===== config.mk =====
export PLATFORM = sky130hd
export DESIGN_NAME = modular_exponentiation_top
export DESIGN_NICKNAME = d
export VERILOG_FILES = /design/src/rtl/core/mexp_pkg.sv /design/src/rtl/core/mexp_modmul.sv /design/src/rtl/core/modular_exponentiation_top.sv
export SDC_FILE = /design/constraint.sdc
export NUM_CORES = 1
export LEC_CHECK = 0
export ABC_AREA = 1
export BUFFER_PORTS_ARGS = -buffer_cell sky130_fd_sc_hd__buf_4
export CAP_MARGIN = 10
export CORE_MARGIN = 2
export CORE_UTILIZATION = 35
export CTS_CLUSTER_DIAMETER = 60
export DETAILED_ROUTE_END_ITERATION = 8
export PLACE_DENSITY = 0.6
export SLEW_MARGIN = 20
export SYNTH_ARGS = -nofsm -noshare
export SYNTH_HDL_FRONTEND = slang
export SYNTH_SLANG_ARGS = --single-unit

===== constraint.sdc =====
create_clock -name clock -period 17.75 [get_ports clock]
set_input_delay 2.6625 -clock clock [delete_from_list [all_inputs] [get_ports clock]]
set_output_delay 2.6625 -clock clock [all_outputs]
set_load 0.05 [all_outputs]

===== src/rtl/core/mexp_pkg.sv =====
// ----------------------------------------------------------------------------
// mexp_pkg: shared definitions for the modular exponentiation block
// Default operand widths and the sequencer state type.
// ----------------------------------------------------------------------------
package mexp_pkg;

   localparam int OPERAND_BITS_DEF  = 32;
   localparam int EXPONENT_BITS_DEF = 64;

   typedef enum logic [2:0] {
      ST_IDLE,
      ST_RED_GO,
      ST_RED_WAIT,
      ST_STEP,
      ST_MUL_WAIT,
      ST_SQR_WAIT,
      ST_DONE
   } mexp_state_type;

endpackage


===== src/rtl/core/mexp_modmul.sv =====
// ----------------------------------------------------------------------------
// mexp_modmul: bit-serial modular multiplier
// Computes serial * addend mod modulus, one serial bit per cycle, MSB first.
// ----------------------------------------------------------------------------
module mexp_modmul
   import mexp_pkg::*;
#(
   parameter int OPERAND_BITS = OPERAND_BITS_DEF
) (
   input  logic                    clock,
   input  logic                    reset,
   input  logic                    start,
   input  logic [OPERAND_BITS-1:0] addend,
   input  logic [OPERAND_BITS-1:0] serial,
   input  logic [OPERAND_BITS-1:0] modulus,
   output logic                    done,
   output logic [OPERAND_BITS-1:0] product
);

   localparam int CW = $clog2(OPERAND_BITS);

   logic                    run_ff, run_in;
   logic                    done_ff, done_in;
   logic [CW-1:0]           cnt_ff, cnt_in;
   logic [OPERAND_BITS-1:0] ser_ff, ser_in;
   logic [OPERAND_BITS-1:0] add_ff, add_in;
   logic [OPERAND_BITS-1:0] r_ff, r_in;

   logic [OPERAND_BITS:0]   mod_ext;
   logic [OPERAND_BITS:0]   dbl;
   logic [OPERAND_BITS:0]   red1;
   logic [OPERAND_BITS:0]   sum;
   logic [OPERAND_BITS:0]   red2;

   // Each step doubles the partial result, reduces it, adds the addend when
   // the current serial bit is set and reduces again. The addend never
   // exceeds the modulus, so one subtraction per reduction is enough.
   always_comb begin
      mod_ext = {1'b0, modulus};
      dbl     = {r_ff, 1'b0};
      red1    = (dbl >= mod_ext) ? (dbl - mod_ext) : dbl;
      sum     = ser_ff[OPERAND_BITS-1] ? (red1 + {1'b0, add_ff}) : red1;
      red2    = (sum >= mod_ext) ? (sum - mod_ext) : sum;
   end

   always_comb begin
      run_in  = run_ff;
      done_in = 1'b0;
      cnt_in  = cnt_ff;
      ser_in  = ser_ff;
      add_in  = add_ff;
      r_in    = r_ff;
      if (run_ff) begin
         r_in   = red2[OPERAND_BITS-1:0];
         ser_in = {ser_ff[OPERAND_BITS-2:0], 1'b0};
         cnt_in = cnt_ff - 1'b1;
         if (cnt_ff == '0) begin
            run_in  = 1'b0;
            done_in = 1'b1;
         end
      end else if (start) begin
         run_in = 1'b1;
         cnt_in = CW'(OPERAND_BITS - 1);
         ser_in = serial;
         add_in = addend;
         r_in   = '0;
      end
   end

   always_ff @(posedge clock) begin
      if (reset) begin
         run_ff  <= 1'b0;
         done_ff <= 1'b0;
      end else begin
         run_ff  <= run_in;
         done_ff <= done_in;
      end
      cnt_ff <= cnt_in;
      ser_ff <= ser_in;
      add_ff <= add_in;
      r_ff   <= r_in;
   end

   assign done    = done_ff;
   assign product = r_ff;

endmodule


===== src/rtl/core/modular_exponentiation_top.sv =====
// ----------------------------------------------------------------------------
// modular_exponentiation_top: base ^ exponent mod modulus
// Right-to-left square-and-multiply on one shared bit-serial multiplier.
// ----------------------------------------------------------------------------
//
// Channel   Direction  Ports                                   Handshake
// request   in         req_base, req_exponent, req_modulus     start & !busy
// response  out        rsp_result, rsp_mod_error               rsp_valid, 1 cycle
//
// A request with a zero modulus is answered in the cycle right after it is
// accepted, with busy high for that one cycle. Any other request first
// reduces the base by multiplying it by one. Each exponent bit up to the
// highest set one then costs a square, plus a multiply for a set bit, and
// the states ST_STEP and ST_DONE finish the request.
// The single modular multiplier retires one multiplier bit per cycle and
// dominates the run time. Reset is synchronous and returns the block to
// idle; the receiver cannot stall, so the response is shown for exactly
// one cycle.
//
module modular_exponentiation_top
   import mexp_pkg::*;
#(
   parameter int OPERAND_BITS  = OPERAND_BITS_DEF,
   parameter int EXPONENT_BITS = EXPONENT_BITS_DEF
) (
   input  logic                     clock,
   input  logic                     reset,
   input  logic                     start,
   output logic                     busy,
   input  logic [OPERAND_BITS-1:0]  req_base,
   input  logic [EXPONENT_BITS-1:0] req_exponent,
   input  logic [OPERAND_BITS-1:0]  req_modulus,
   output logic                     rsp_valid,
   output logic [OPERAND_BITS-1:0]  rsp_result,
   output logic                     rsp_mod_error
);

   mexp_state_type state_ff, state_in;

   // Request operands and the two running values of the algorithm: the
   // accumulated result and the current power of the base.
   logic [OPERAND_BITS-1:0]  base_ff, base_in;
   logic [EXPONENT_BITS-1:0] exp_ff, exp_in;
   logic [OPERAND_BITS-1:0]  mod_ff, mod_in;
   logic [OPERAND_BITS-1:0]  acc_ff, acc_in;
   logic [OPERAND_BITS-1:0]  pw_ff, pw_in;
   logic                     err_ff, err_in;

   // Shared multiplier interface.
   logic                     mul_start;
   logic [OPERAND_BITS-1:0]  mul_addend;
   logic [OPERAND_BITS-1:0]  mul_serial;
   logic                     mul_done;
   logic [OPERAND_BITS-1:0]  mul_product;

   logic                     accept;

   assign accept = start && (state_ff == ST_IDLE);

   // Next-state logic. The exponent register shifts right after every
   // squaring, so the scan ends as soon as no set bit remains.
   always_comb begin
      state_in = state_ff;
      unique case (state_ff)
         ST_IDLE: begin
            if (start) begin
               state_in = (req_modulus == '0) ? ST_DONE : ST_RED_GO;
            end
         end
         ST_RED_GO:   state_in = ST_RED_WAIT;
         ST_RED_WAIT: begin
            if (mul_done) begin
               state_in = ST_STEP;
            end
         end
         ST_STEP: begin
            if (exp_ff == '0) begin
               state_in = ST_DONE;
            end else if (exp_ff[0]) begin
               state_in = ST_MUL_WAIT;
            end else begin
               state_in = ST_SQR_WAIT;
            end
         end
         ST_MUL_WAIT: begin
            if (mul_done) begin
               state_in = ST_SQR_WAIT;
            end
         end
         ST_SQR_WAIT: begin
            if (mul_done) begin
               state_in = ST_STEP;
            end
         end
         ST_DONE: state_in = ST_IDLE;
         default: state_in = ST_IDLE;
      endcase
   end

   // Output and datapath control. The multiplier always adds a value that
   // is already reduced (one, or the current power), while the serial
   // operand may be the raw base, the accumulator or the current power.
   always_comb begin
      busy          = (state_ff != ST_IDLE);
      rsp_valid     = 1'b0;
      rsp_result    = acc_ff;
      rsp_mod_error = err_ff;
      mul_start     = 1'b0;
      mul_addend    = pw_ff;
      mul_serial    = pw_ff;
      base_in       = base_ff;
      exp_in        = exp_ff;
      mod_in        = mod_ff;
      acc_in        = acc_ff;
      pw_in         = pw_ff;
      err_in        = err_ff;
      unique case (state_ff)
         ST_IDLE: begin
            if (accept) begin
               base_in = req_base;
               exp_in  = req_exponent;
               mod_in  = req_modulus;
               if (req_modulus == '0) begin
                  acc_in = '0;
                  err_in = 1'b1;
               end else begin
                  acc_in = OPERAND_BITS'(1);
                  err_in = 1'b0;
               end
            end
         end
         ST_RED_GO: begin
            // The base is reduced by multiplying it by one.
            mul_start  = 1'b1;
            mul_addend = OPERAND_BITS'(1);
            mul_serial = base_ff;
         end
         ST_RED_WAIT: begin
            if (mul_done) begin
               pw_in = mul_product;
            end
         end
         ST_STEP: begin
            if (exp_ff != '0) begin
               mul_start  = 1'b1;
               mul_serial = exp_ff[0] ? acc_ff : pw_ff;
            end
         end
         ST_MUL_WAIT: begin
            if (mul_done) begin
               acc_in    = mul_product;
               mul_start = 1'b1;
            end
         end
         ST_SQR_WAIT: begin
            if (mul_done) begin
               pw_in  = mul_product;
               exp_in = exp_ff >> 1;
            end
         end
         ST_DONE: begin
            rsp_valid = 1'b1;
         end
         default: begin
            rsp_valid = 1'b0;
         end
      endcase
   end

   always_ff @(posedge clock) begin
      if (reset) begin
         state_ff <= ST_IDLE;
      end else begin
         state_ff <= state_in;
      end
      base_ff <= base_in;
      exp_ff  <= exp_in;
      mod_ff  <= mod_in;
      acc_ff  <= acc_in;
      pw_ff   <= pw_in;
      err_ff  <= err_in;
   end

   mexp_modmul #(
      .OPERAND_BITS (OPERAND_BITS)
   ) u_modmul (
      .clock   (clock),
      .reset   (reset),
      .start   (mul_start),
      .addend  (mul_addend),
      .serial  (mul_serial),
      .modulus (mod_ff),
      .done    (mul_done),
      .product (mul_product)
   );

endmodule

Yosys cells after proc, flatten, opt, wreduce, memory -nomap -nowiden
Index checks and enable logic that the tools add are counted.

Logic and storage cells: 85. Output and inout port bits: 35. Register bits after elaboration: 299. Input port bits: 131.

$lt $le $gt $ge: 2. Bitwise operators: 1. Reductions and logical operators: 18. Eq/ne operators: 11. Muxes and demuxes: 35. Add/sub/neg operators: 4.

Operators with widths (number): two-way mux 32 bit (9); two-way mux 64 bit (2); one-hot mux 32 bit (2 select lines) (2); one-hot mux 64 bit (2 select lines) (1); greater-or-equal comparator 33 x 32 -> 1 bit (2); two-way mux 33 bit (2); logical NOT 64 bit (1); nonzero test 64 bit (1); adder 33 x 32 -> 33 bit (1); subtractor 33 x 32 -> 33 bit (1); logical NOT 32 bit (1); subtractor 32 bit (1); one-hot mux 3 bit (5 select lines) (1); two-way mux 3 bit (4); two-way mux 1 bit (10); two-way mux 5 bit (2); == test 3 bit (second input constant) (3); AND reduction 3 bit (3); == test 3 x 2 -> 1 bit (second input constant) (2); != test 2 x 1 -> 1 bit (second input constant) (3); AND reduction 2 bit (3); nonzero test 2 bit (3); logical NOT 5 bit (1); subtractor 5 x 1 -> 5 bit (second input constant) (1); other kinds (9) (11).

Logic depth before layout (Yosys ltp)
Gate-level depths: netlist (run 1).

Depth after elaboration: 7. Gate-level depth with buffers: 45. Depth with buffers taken out: 44.

Modules after synthesis
From an unflattened synthesis (run 1), not the netlist that was laid out.

Cells, all modules: 2633. Area total of the unflattened synthesis: 20133.1 um^2.

By module, submodules not included: mexp_modmul (sequential area each 3062.9 um^2, area an instance 11509.8 um^2, times used 1, cells an instance 1779); modular_exponentiation_top (sequential area each 5855.6 um^2, area an instance 8623.3 um^2, times used 1, cells an instance 854).

Worst setup path before layout (run 1)
OpenSTA, ideal clock, no wires.

Path kind: in2reg. Start: input start. End: register exp_ff[0] (enable). Setup time: 0.574 ns. Arrival time: 7.923 ns. Slack: 9.253 ns. Stages: 4. Required time: 17.176 ns. Buffers on the path: 0. Path through: inv_1 -> nor2_1 -> inv_1 -> o21ai_0.

Word-level cells in the longest chain between the ends: 3.

Ends and longest elaborated chain: start, declared (line modular_exponentiation_top.sv:28) `input logic start,`; logical AND 1 bit (line modular_exponentiation_top.sv:58) `assign accept = start && (state_ff == ST_IDLE);`; != test 2 bit (no line); AND reduction 3 bit (no line); end signal, assigned (line modular_exponentiation_top.sv:177) `exp_ff <= exp_in;`; end, declared (line modular_exponentiation_top.sv:43) `logic [EXPONENT_BITS-1:0] exp_ff, exp_in;`.

Every way passes these cells. A chain may end at the register's enable or synchronous reset.

Worst setup path after layout (run 1)
Start: register u_modmul.r_ff[11] (netlist: u_modmul.product[11]). End: register u_modmul.r_ff[6] (netlist: u_modmul.product[6]), data pin.

Word-level cells in the longest chain between the ends: 7. Elaborated cells between the ends (all ways): 9. Those cells by class: 3 x add/sub; 2 x order compare; 4 x mux.

Ends and longest elaborated chain: start, declared (line mexp_modmul.sv:27) `logic [OPERAND_BITS-1:0] r_ff, r_in;`; start signal, assigned (line mexp_modmul.sv:81) `r_ff <= r_in;`; subtractor 33 x 32 -> 33 bit / greater-or-equal comparator 33 x 32 -> 1 bit (equally long branches) (line mexp_modmul.sv:41) `red1 = (dbl >= mod_ext) ? (dbl - mod_ext) : dbl;`; two-way mux 33 bit (*) (line mexp_modmul.sv:41); adder 33 x 32 -> 33 bit (line mexp_modmul.sv:42) `sum = ser_ff[OPERAND_BITS-1] ? (red1 + {1'b0, add_ff}) : red1;`; two-way mux 33 bit (*) (line mexp_modmul.sv:42); greater-or-equal comparator 33 x 32 -> 1 bit / subtractor 32 bit (equally long branches) (line mexp_modmul.sv:43) `red2 = (sum >= mod_ext) ? (sum - mod_ext) : sum;`; two-way mux 32 bit (*) (line mexp_modmul.sv:43); two-way mux 32 bit (*) (line mexp_modmul.sv:53) `if (run_ff) begin`.

Every way passes the cells marked *; elsewhere a longest branch is shown, timed or not.

==> impl_results.md, run 1 <==
- Mapped Area: 19,900 µm²
- Fmax: 125 MHz
- Worst min-delay path category: flop to flop
- R2R depth: 41
- Synth warn: 0
- Sink Count: 299
- CTS Root Cell: clkbuf_16
- Total grt overflow: 0
- Critical path origin: u_modmul.product[11]$_SDFFCE_PN0P_
- Worst clock skew: 0.0563 ns
- Clock buffer count from CTS: 42
- N_diodes: 0
- DP Cell Count: 3,415
- Slew HR: 0.298
- Clock buffer depth: 3
- Wire per inst: 18.5 µm
- Final Non-Filler Cells: 3,492
- Drt initial violations: 1,727
- Number of global-route vias before repair: 16,804
- Setup CP Type: flop to flop
- Boundary Pins: 166
- ANT nets after route: 0
- Setup violations, final: 0
- Critical Path Fanout Max: 43
- Total GRT Usage: 0.215
- Die footprint: 58,800 µm²
- Drt drc: 0
- Synth async-reset ratio: 0
- Die height: 243 µm
- Layout overhead on the synthesized area: 17.3%
- Worst EP arrival: 8.36 ns
- FP Rows: 87
- Number of max-cap violations: 0
- Quantity of hold-fixing buffers added after cts: 0
- Crit path top cell by count: nand2_1
- Slowest-stage cell, CP: nor3_4
- CP Capture Type: flop
- Setup crit start kind: flop
- Final net count: 2,935
- Critical path required time: 18.14 ns
- Synth cell types: 47
- Largest net degree at the start of global routing: 99
- Period Utilization, post-route: 0.449
- Post-CTS resize count: 0
- Layout cells sized above 1: 0.113
- Ys flop type: edfxtp_1
- RSZ-0062 raised after global routing: no
- Hold WS: 0.474 ns
- EDFF count, synth: 293
- DR pass1 iterations: 6
- Final slew viol count: 0
- GPL Wtd Cong: 1.02
- DR vias/cell: 5.07
- Avg Inst Size Synth: 7.82 µm²
- Core area: 56,300 µm²
- Syn Inst Count: 2,546
- Outcome: finished clean
- CTS tree: built
- Reg2reg end: u_modmul.product[6]$_SDFFCE_PN0P_
- Sequential fraction of the synthesis area: 0.448
- First-pass GRT wire length: 97,900 µm
- Die W: 243 µm
- Reg-to-reg slack, setup: 9.78 ns
- TNS Setup: 0 ns
- CP max stage delay: 0.84 ns
- Final hold violation count: 0
- Wirelength, routed: 64,500 µm
- Reg2reg start: u_modmul.product[11]$_SDFFCE_PN0P_
- Final min period: 7.97 ns
- Skew-Pair Late Insertion Delay: 0.60 ns
- I/O Buffers: 165
- Syn nets: 2,778
- DP HPWL: 50,700 µm
- Clock-pin transition on the worst setup and hold timing paths: 0.06 ns
- Vias: 17,709
- Post-CTS Setup Inserts: 0
- Initial Utilization: 0.354
- Antenna violations before repair: 0
- Worst-Margin Slew: 1.05 ns
- Seq cells post-synth: 299
- Max H-tree Level: 2
- Critical Path Sink: u_modmul.product[6]$_SDFFCE_PN0P_
how the worst min path moves through the flow:
| stage | from | depth (start not counted) | end |
|---|---|---|---|
| floorplan | u_modmul.ser_ff[0]$_SDFFE_PP0P_ | 2 | u_modmul.ser_ff[0]$_SDFFE_PP0P_ |
| global placement | u_modmul.ser_ff[0]$_SDFFE_PP0P_ | 2 | u_modmul.ser_ff[0]$_SDFFE_PP0P_ |
| detailed placement | u_modmul.ser_ff[0]$_SDFFE_PP0P_ | 2 | u_modmul.ser_ff[0]$_SDFFE_PP0P_ |
| CTS | u_modmul.ser_ff[0]$_SDFFE_PP0P_ | 2 | u_modmul.ser_ff[0]$_SDFFE_PP0P_ |
| global route | u_modmul.ser_ff[0]$_SDFFE_PP0P_ | 2 | u_modmul.ser_ff[0]$_SDFFE_PP0P_ |
| finish | u_modmul.ser_ff[0]$_SDFFE_PP0P_ | 2 | u_modmul.ser_ff[0]$_SDFFE_PP0P_ |
logic make-up (layout without fill, tap and decap cells):
kind of cell | Yosys count | in the layout | share of synthesized area
flip-flops | 299 | 299 | 0.448
AO/OA/AOI/OAI | 282 | 282 | 0.0812
XOR/XNOR | 57 | 57 | 0.0251
AND/OR/NAND/NOR | 1301 | 1301 | 0.272
multiplexers | 31 | 31 | 0.0175
buffers and inverters | 475 | 665 | 0.0914
adder cells (fa/ha/maj) | 101 | 101 | 0.0646
layout by cell type (no fill, tap or decap), drive strengths merged:
master and n:
a21oi 130, a21o 11, clkinv 12, or2 4
edfxtp 293, xnor2 24, nor3b 1, o21ai 84
nand3 175, a221oi 1, xor2 33, and3 1
ha 98, mux2 31, fa 3, a31oi 4
a211oi 1, nor2 266, nor4 24, a21boi 5
clkbuf 51, nor3 22, and2 2, o21a 2
nand4 31, inv 415, buf 181, bufinv 3
o21bai 11, clkinvlp 3, o221ai 32, nand2 761
o211ai 1, dfxtp 6, nand3b 14
flip-flops by register name, summed over array words and instances, names as in the netlist, 5 cells and up:
register,count
exp_ff,64
base_ff,32
mod_ff,32
pw_ff,32
rsp_result,32
u_modmul.add_ff,32
u_modmul.product,32
u_modmul.ser_ff,32
u_modmul.cnt_ff,5
routing by layer:
metal | GRT usage | part of all wire | vias up
met5 | 0 | 0 | -
met1 | 0.275 | 0.42 | 8305
met3 | 0.0265 | 0.054 | 122
li1 | - | - | 8685
met2 | 0.367 | 0.49 | 597
met4 | 0.0899 | 0.040 | 0
layout make-up:
cell class / instances / area [µm²]
clock inverters: 26 / 303
flip-flops and latches: 299 / 8920
multi-input cells: 1772 / 9220
inverters: 407 / 1530
clock buffers: 51 / 1080
fillers: 5736 / 32900
well taps: 756 / 946
repair buffers: 181 / 1360
synth_stat cells, drive strengths merged (31+ instances only):
cell | number | area share
edfxtp | 293 | 0.44
nor2 | 266 | 0.051
a21oi | 130 | 0.033
xor2 | 33 | 0.015
clkbuf | 46 | 0.0087
o221ai | 32 | 0.014
nand2 | 761 | 0.14
ha | 98 | 0.062
mux2 | 31 | 0.018
o21ai | 84 | 0.021
nand4 | 31 | 0.010
inv | 404 | 0.076
nand3 | 175 | 0.045
worst max-delay path: cells and delay by family (launching register included):
kind / cells / cell delay, ns
DFF: 1 / 0.54
buffers and inverters: 6 / 1.39
adders and majority gates: 3 / 1.26
AOI/OAI and AO/OA: 3 / 0.65
and+or+nand+nor: 29 / 3.94
per-stage QoR:
step | util | setup slack [ns] | instance area [µm²]
after global placement | 0.391 | 9.93 | 22000
after detailed placement | 0.391 | 9.85 | 22000
after floorplan | - | 9.25 | 19900
after CTS | 0.415 | 9.76 | 23400
final | 0.415 | 9.78 | 23400
after global routing | 0.415 | 8.94 | 23400
Power of run 1 is not shown: default switching activity piles up to over one toggle a cycle in this logic, so the estimate is an artifact.
==> run 2, diff against run 1 <==
==> constraint.sdc (replaced) <==
create_clock -name clock -period 7.8 [get_ports clock]
set_input_delay 1.17 -clock clock [delete_from_list [all_inputs] [get_ports clock]]
set_output_delay 1.17 -clock clock [all_outputs]
set_load 0.05 [all_outputs]
==> impl_results.md, run 2 (synthesis results as in run 1) <==
- Outcome: finished clean
- Die W: 243 µm
- Slew HR: 0.294
- Final min period: 6.89 ns
- Critical path required time: 8.19 ns
- Skew-Pair Late Insertion Delay: 0.58 ns
- Max H-tree Level: 2
- Worst EP arrival: 7.28 ns
- Number of max-cap violations: 0
- Setup CP Type: flop to flop
- Commonest non-fill, non-tap cell in the layout: nand2_1
- Largest net degree at the start of global routing: 99
- I/O Buffers: 165
- DR pass1 iterations: 5
- Critical Path Fanout Max: 18
- RSZ-0062 raised after global routing: no
- Quantity of hold-fixing buffers added after cts: 0
- Worst min-delay path category: flop to flop
- Wire per inst: 19.3 µm
- Final slew viol count: 0
- CP Capture Type: flop
- Period Utilization, post-route: 0.883
- CTS Root Cell: clkbuf_16
- Core area: 56,300 µm²
- Post-CTS resize count: 0
- Layout cells sized above 1: 0.116
- Clock-pin transition on the worst setup and hold timing paths: 0.06 ns
- Clock buffer count from CTS: 41
- Worst clock skew: 0.0200 ns
- Fmax: 145 MHz
- Wirelength, routed: 67,600 µm
- Setup violations, final: 0
- CP max stage delay: 0.49 ns
- Final net count: 2,944
- Slowest-stage cell, CP: inv_1
- DP HPWL: 52,700 µm
- Layout overhead on the synthesized area: 17.6%
- Post-CTS Setup Inserts: 0
- DR vias/cell: 5.03
- Antenna violations before repair: 0
- Die footprint: 58,800 µm²
- Vias: 17,611
- FP Rows: 87
- Initial Utilization: 0.354
- Largest register FFs: 64
- Fillers: 5,754
- Final hold violation count: 0
- First-pass GRT wire length: 103,000 µm
- Crit path top cell by count: nand2_1
- Total grt overflow: 0
- Worst-Margin Slew: 1.06 ns
- TNS Setup: 0 ns
- GPL Wtd Cong: 0.962
- Number of global-route vias before repair: 17,586
- Setup crit start kind: flop
- Die height: 243 µm
- Biggest register: exp_ff
- Drt initial violations: 1,328
- Clock buffer depth: 3
- Drt drc: 0
- N_diodes: 0
- Sink Count: 299
- CTS tree: built
- Most frequent cells in the layout: nand2_1, inv_1, edfxtp_1
- Boundary Pins: 166
- Total GRT Usage: 0.227
- ANT nets after route: 0
-- run 2: cell types whose count changed in the layout (fill, tap and decap cells not counted), sizes merged --
cell,previous run,this run
clkbuf,51,54
clkinv,12,11
buf,181,191
inv,415,410
bufinv,3,4
-- run 2: worst paths after layout --
| kind | from | endpoint | slack, ns | depth (start not counted) |
|---|---|---|---|---|
| min reg2reg | u_modmul.ser_ff[0]$_SDFFE_PP0P_ | u_modmul.ser_ff[0]$_SDFFE_PP0P_ | 0.46 | 2 |
| max | u_modmul.product[27]$_SDFFCE_PN0P_ | u_modmul.product[24]$_SDFFCE_PN0P_ | 0.91 | 39 |
| min | u_modmul.ser_ff[0]$_SDFFE_PP0P_ | u_modmul.ser_ff[0]$_SDFFE_PP0P_ | 0.46 | 2 |
| max reg2reg | u_modmul.product[27]$_SDFFCE_PN0P_ | u_modmul.product[24]$_SDFFCE_PN0P_ | 0.91 | 39 |
-- run 2: through the flow --
step	worst slack, ns	utilization	hold slack, ns	cells	instance area [µm²]
after floorplan	0.795	-	0.440	2546	19900
after global placement	0.943	0.392	0.455	3425	22100
after detailed placement	0.947	0.392	0.459	3425	22100
after CTS	0.900	0.416	0.466	3500	23400
after global routing	0.335	0.416	0.491	3500	23400
final	0.912	0.416	0.464	3500	23400
-- run 2: layout make-up --
class	count	area, µm²	share of cell area
multi-input cells	1772	9220	0.394
well taps	756	946	0.0404
clock inverters	21	258	0.0110
repair buffers	191	1450	0.0617
inverters	407	1530	0.0653
flip-flops and latches	299	8920	0.381
clock buffers	54	1110	0.0472
-- run 2: routing by layer --
metal,GRT usage,up-vias,wire length [µm]
met5,0,-,0
met4,0.0846,0,2630
met3,0.0297,119,3100
met2,0.392,483,32300
met1,0.290,8303,29600
li1,-,8706,-
-- run 2: worst max-delay path, delay by kind of cell (launching register included) --
kind / cells / cell delay, ns
flip-flops: 1 / 0.47
adder cells (fa/ha/maj): 3 / 1.10
AND/OR/NAND/NOR: 24 / 2.73
buffers and inverters: 6 / 1.08
AO/OA/AOI/OAI: 6 / 1.28
Power of run 2 is left out for the same reason.
==> run 3, diff against run 2 <==
--- a/config.mk
+++ b/config.mk
@@ -5,14 +5,14 @@
 export SDC_FILE = /design/constraint.sdc
 export NUM_CORES = 1
 export LEC_CHECK = 0
-export ABC_AREA = 1
+export ABC_AREA = 0
 export BUFFER_PORTS_ARGS = -buffer_cell sky130_fd_sc_hd__buf_4
 export CAP_MARGIN = 10
 export CORE_MARGIN = 2
 export CORE_UTILIZATION = 35
 export CTS_CLUSTER_DIAMETER = 60
 export DETAILED_ROUTE_END_ITERATION = 8
-export PLACE_DENSITY = 0.6
+export PLACE_DENSITY = 0.61
 export SLEW_MARGIN = 20
 export SYNTH_ARGS = -nofsm -noshare
 export SYNTH_HDL_FRONTEND = slang
==> impl_results.md, run 3 <==
- Outcome: finished clean
- Worst min-delay path category: flop to flop
- CP Capture Type: flop
- Setup violations, final: 0
- Compound-Gate Fraction of Synth Area: 0.176
- Top cells by count, synth: edfxtp_1, a21oi_1, nor2_1
- Static Leakage: 0.00872 µW
- Number of max-cap violations: 0
- GPL Wtd Cong: 0.906
- Layout cells sized above 1: 0.233
- CP max stage delay: 0.52 ns
- Synth async-reset ratio: 0
- VDD IR-drop max: 295 µV
- Number of global-route vias before repair: 14,237
- Final Non-Filler Cells: 2,592
- Worst clock skew: 0.0287 ns
- Drt initial violations: 1,208
- Antenna violations before repair: 0
- Mapped Area: 18,200 µm²
- Syn Inst Count: 1,700
- Final hold violation count: 0
- Most common cell in the netlist: edfxtp_1
- Drt drc: 0
- Total GRT Usage: 0.206
- ANT nets after route: 0
- Worst-Margin Slew: 1.13 ns
- DR pass1 iterations: 5
- Clock buffer depth: 3
- Initial Utilization: 0.355
- DP HPWL: 41,700 µm
- FP Rows: 83
- CTS Root Cell: clkbuf_16
- Critical Path Fanout Max: 18
- Fmax: 133 MHz
- Seq cells post-synth: 299
- CTS tree: built
- Number of buffers and inverters on the critical path: 1
- Most frequent cells in the layout: edfxtp_1, buf_4, a21oi_1
- Wirelength, routed: 56,200 µm
- Die height: 232 µm
- Slew HR: 0.245
- Synth area leaders: edfxtp_1, ha_1, mux2_2, a21oi_1, a21o_1
- Synth warn: 0
- Slowest-stage cell, CP: or4_1
- Sequential fraction of the synthesis area: 0.489
- Layout overhead on the synthesized area: 21.4%
- Final net count: 2,112
- Synth cell types: 70
- Ys flop type: edfxtp_1
- Worst EP arrival: 7.85 ns
- Clock buffer count from CTS: 42
- Hold WS: 0.493 ns
- Avg Inst Size Synth: 10.7 µm²
- Core area: 51,400 µm²
- Largest net degree at the start of global routing: 76
- Mux contribution to synthesized area: 0.0632
- Wire per inst: 21.7 µm
- Sink Count: 299
- Vias: 14,610
- Commonest non-fill, non-tap cell in the layout: edfxtp_1
- Biggest register: exp_ff
- DP Cell Count: 2,507
- Simple-Gate Fraction of Synth Area: 0.127
- Final slew viol count: 0
- Largest register FFs: 64
- N_diodes: 0
- Crit path max-delay family: compound AO/OA/AOI/OAI gates
- EDFF count, synth: 293
- I/O Buffers: 165
- Period Utilization, post-route: 0.967
- Critical path required time: 8.11 ns
- Setup CP Type: flop to flop
- Boundary Pins: 166
- Skew-Pair Late Insertion Delay: 0.58 ns
- Die W: 232 µm
- Pwr Density: 481 nW/µm²
- First-pass GRT wire length: 84,800 µm
- Total grt overflow: 0
- XOR/XNOR share of the synthesized area: 0.0394
- Die footprint: 53,900 µm²
- Max H-tree Level: 2
- Syn nets: 1,932
- Largest family of logic cells by synthesized area: compound AO/OA/AOI/OAI gates
- DR vias/cell: 5.64
- Setup crit start kind: flop
- Synth area leader: edfxtp_1
- Post-synth top area share: 0.482
- Synth Area in Adders: 0.0705
- Final min period: 7.54 ns
- Final Util: 0.431
- Clock-pin transition on the worst setup and hold timing paths: 0.05 ns
run 3: metal layers:
| layer | up-vias | wire length (µm) | GRT usage |
|---|---|---|---|
| met5 | - | 0 | 0 |
| met4 | 0 | 1590 | 0.0667 |
| met3 | 90 | 3180 | 0.0279 |
| met2 | 487 | 27200 | 0.347 |
| met1 | 7146 | 24200 | 0.271 |
| li1 | 6887 | - | - |
run 3: kinds of logic (layout without fill, tap and decap cells):
group	Yosys count	count (layout)
AOI/OAI and AO/OA	499	499
and+or+nand+nor	458	458
DFF	299	299
buffers and inverters	161	373
muxes	103	103
adders and majority gates	101	101
xor gates and xnor gates	79	79
run 3: area by class of cell:
type                            count  area, µm²
Fill cell                        4913      29300
Inverter                           68        255
Multi-Input combinational cell   1240       8920
Clock buffer                       56       1140
Clock inverter                     20        293
Sequential cell                   299       8920
Timing Repair Buffer              229       1760
Tap cell                          680        851
run 3: repair_timing:
action,CTS,global route
setup endpoints to repair,0,32
buffers inserted,0,9
resized for setup,0,49
hold buffers,0,0
run 3: report_power, final:
part | switching [µW] | leakage, µW | internal (µW)
combinational | 3760 | 0.00520 | 2640
clock | 752 | 0.000694 | 1210
sequential | 175 | 0.00283 | 2120
total | 4680 | 0.00872 | 5970
run 3: final timing paths:
kind | to | startpoint | slack, ns | cells after the start
setup / recovery | u_modmul.product[28]$_SDFFCE_PN0P_ | u_modmul.product[30]$_SDFFCE_PN0P_ | 0.26 | 26
hold / removal | pw_ff[26]$_DFFE_PP_ | u_modmul.product[26]$_SDFFCE_PN0P_ | 0.49 | 0
setup reg to reg | u_modmul.product[28]$_SDFFCE_PN0P_ | u_modmul.product[30]$_SDFFCE_PN0P_ | 0.26 | 26
hold reg to reg | pw_ff[26]$_DFFE_PP_ | u_modmul.product[26]$_SDFFCE_PN0P_ | 0.49 | 0
run 3: through the flow:
step	cell area, µm²	TNS (ns)	setup slack (ns)	power, µW
2_1_floorplan	18200	0	0.589	6770
5_1_grt	22100	-0.0201	-0.0201	11400
3_3_place_gp	20400	-0.00230	-0.00230	8430
6_report	22100	0	0.260	10700
3_5_place_dp	20400	0	0.0816	8480
4_1_cts	21900	0	0.000544	10500
No activity file was read; power rests on OpenSTA's default activity.
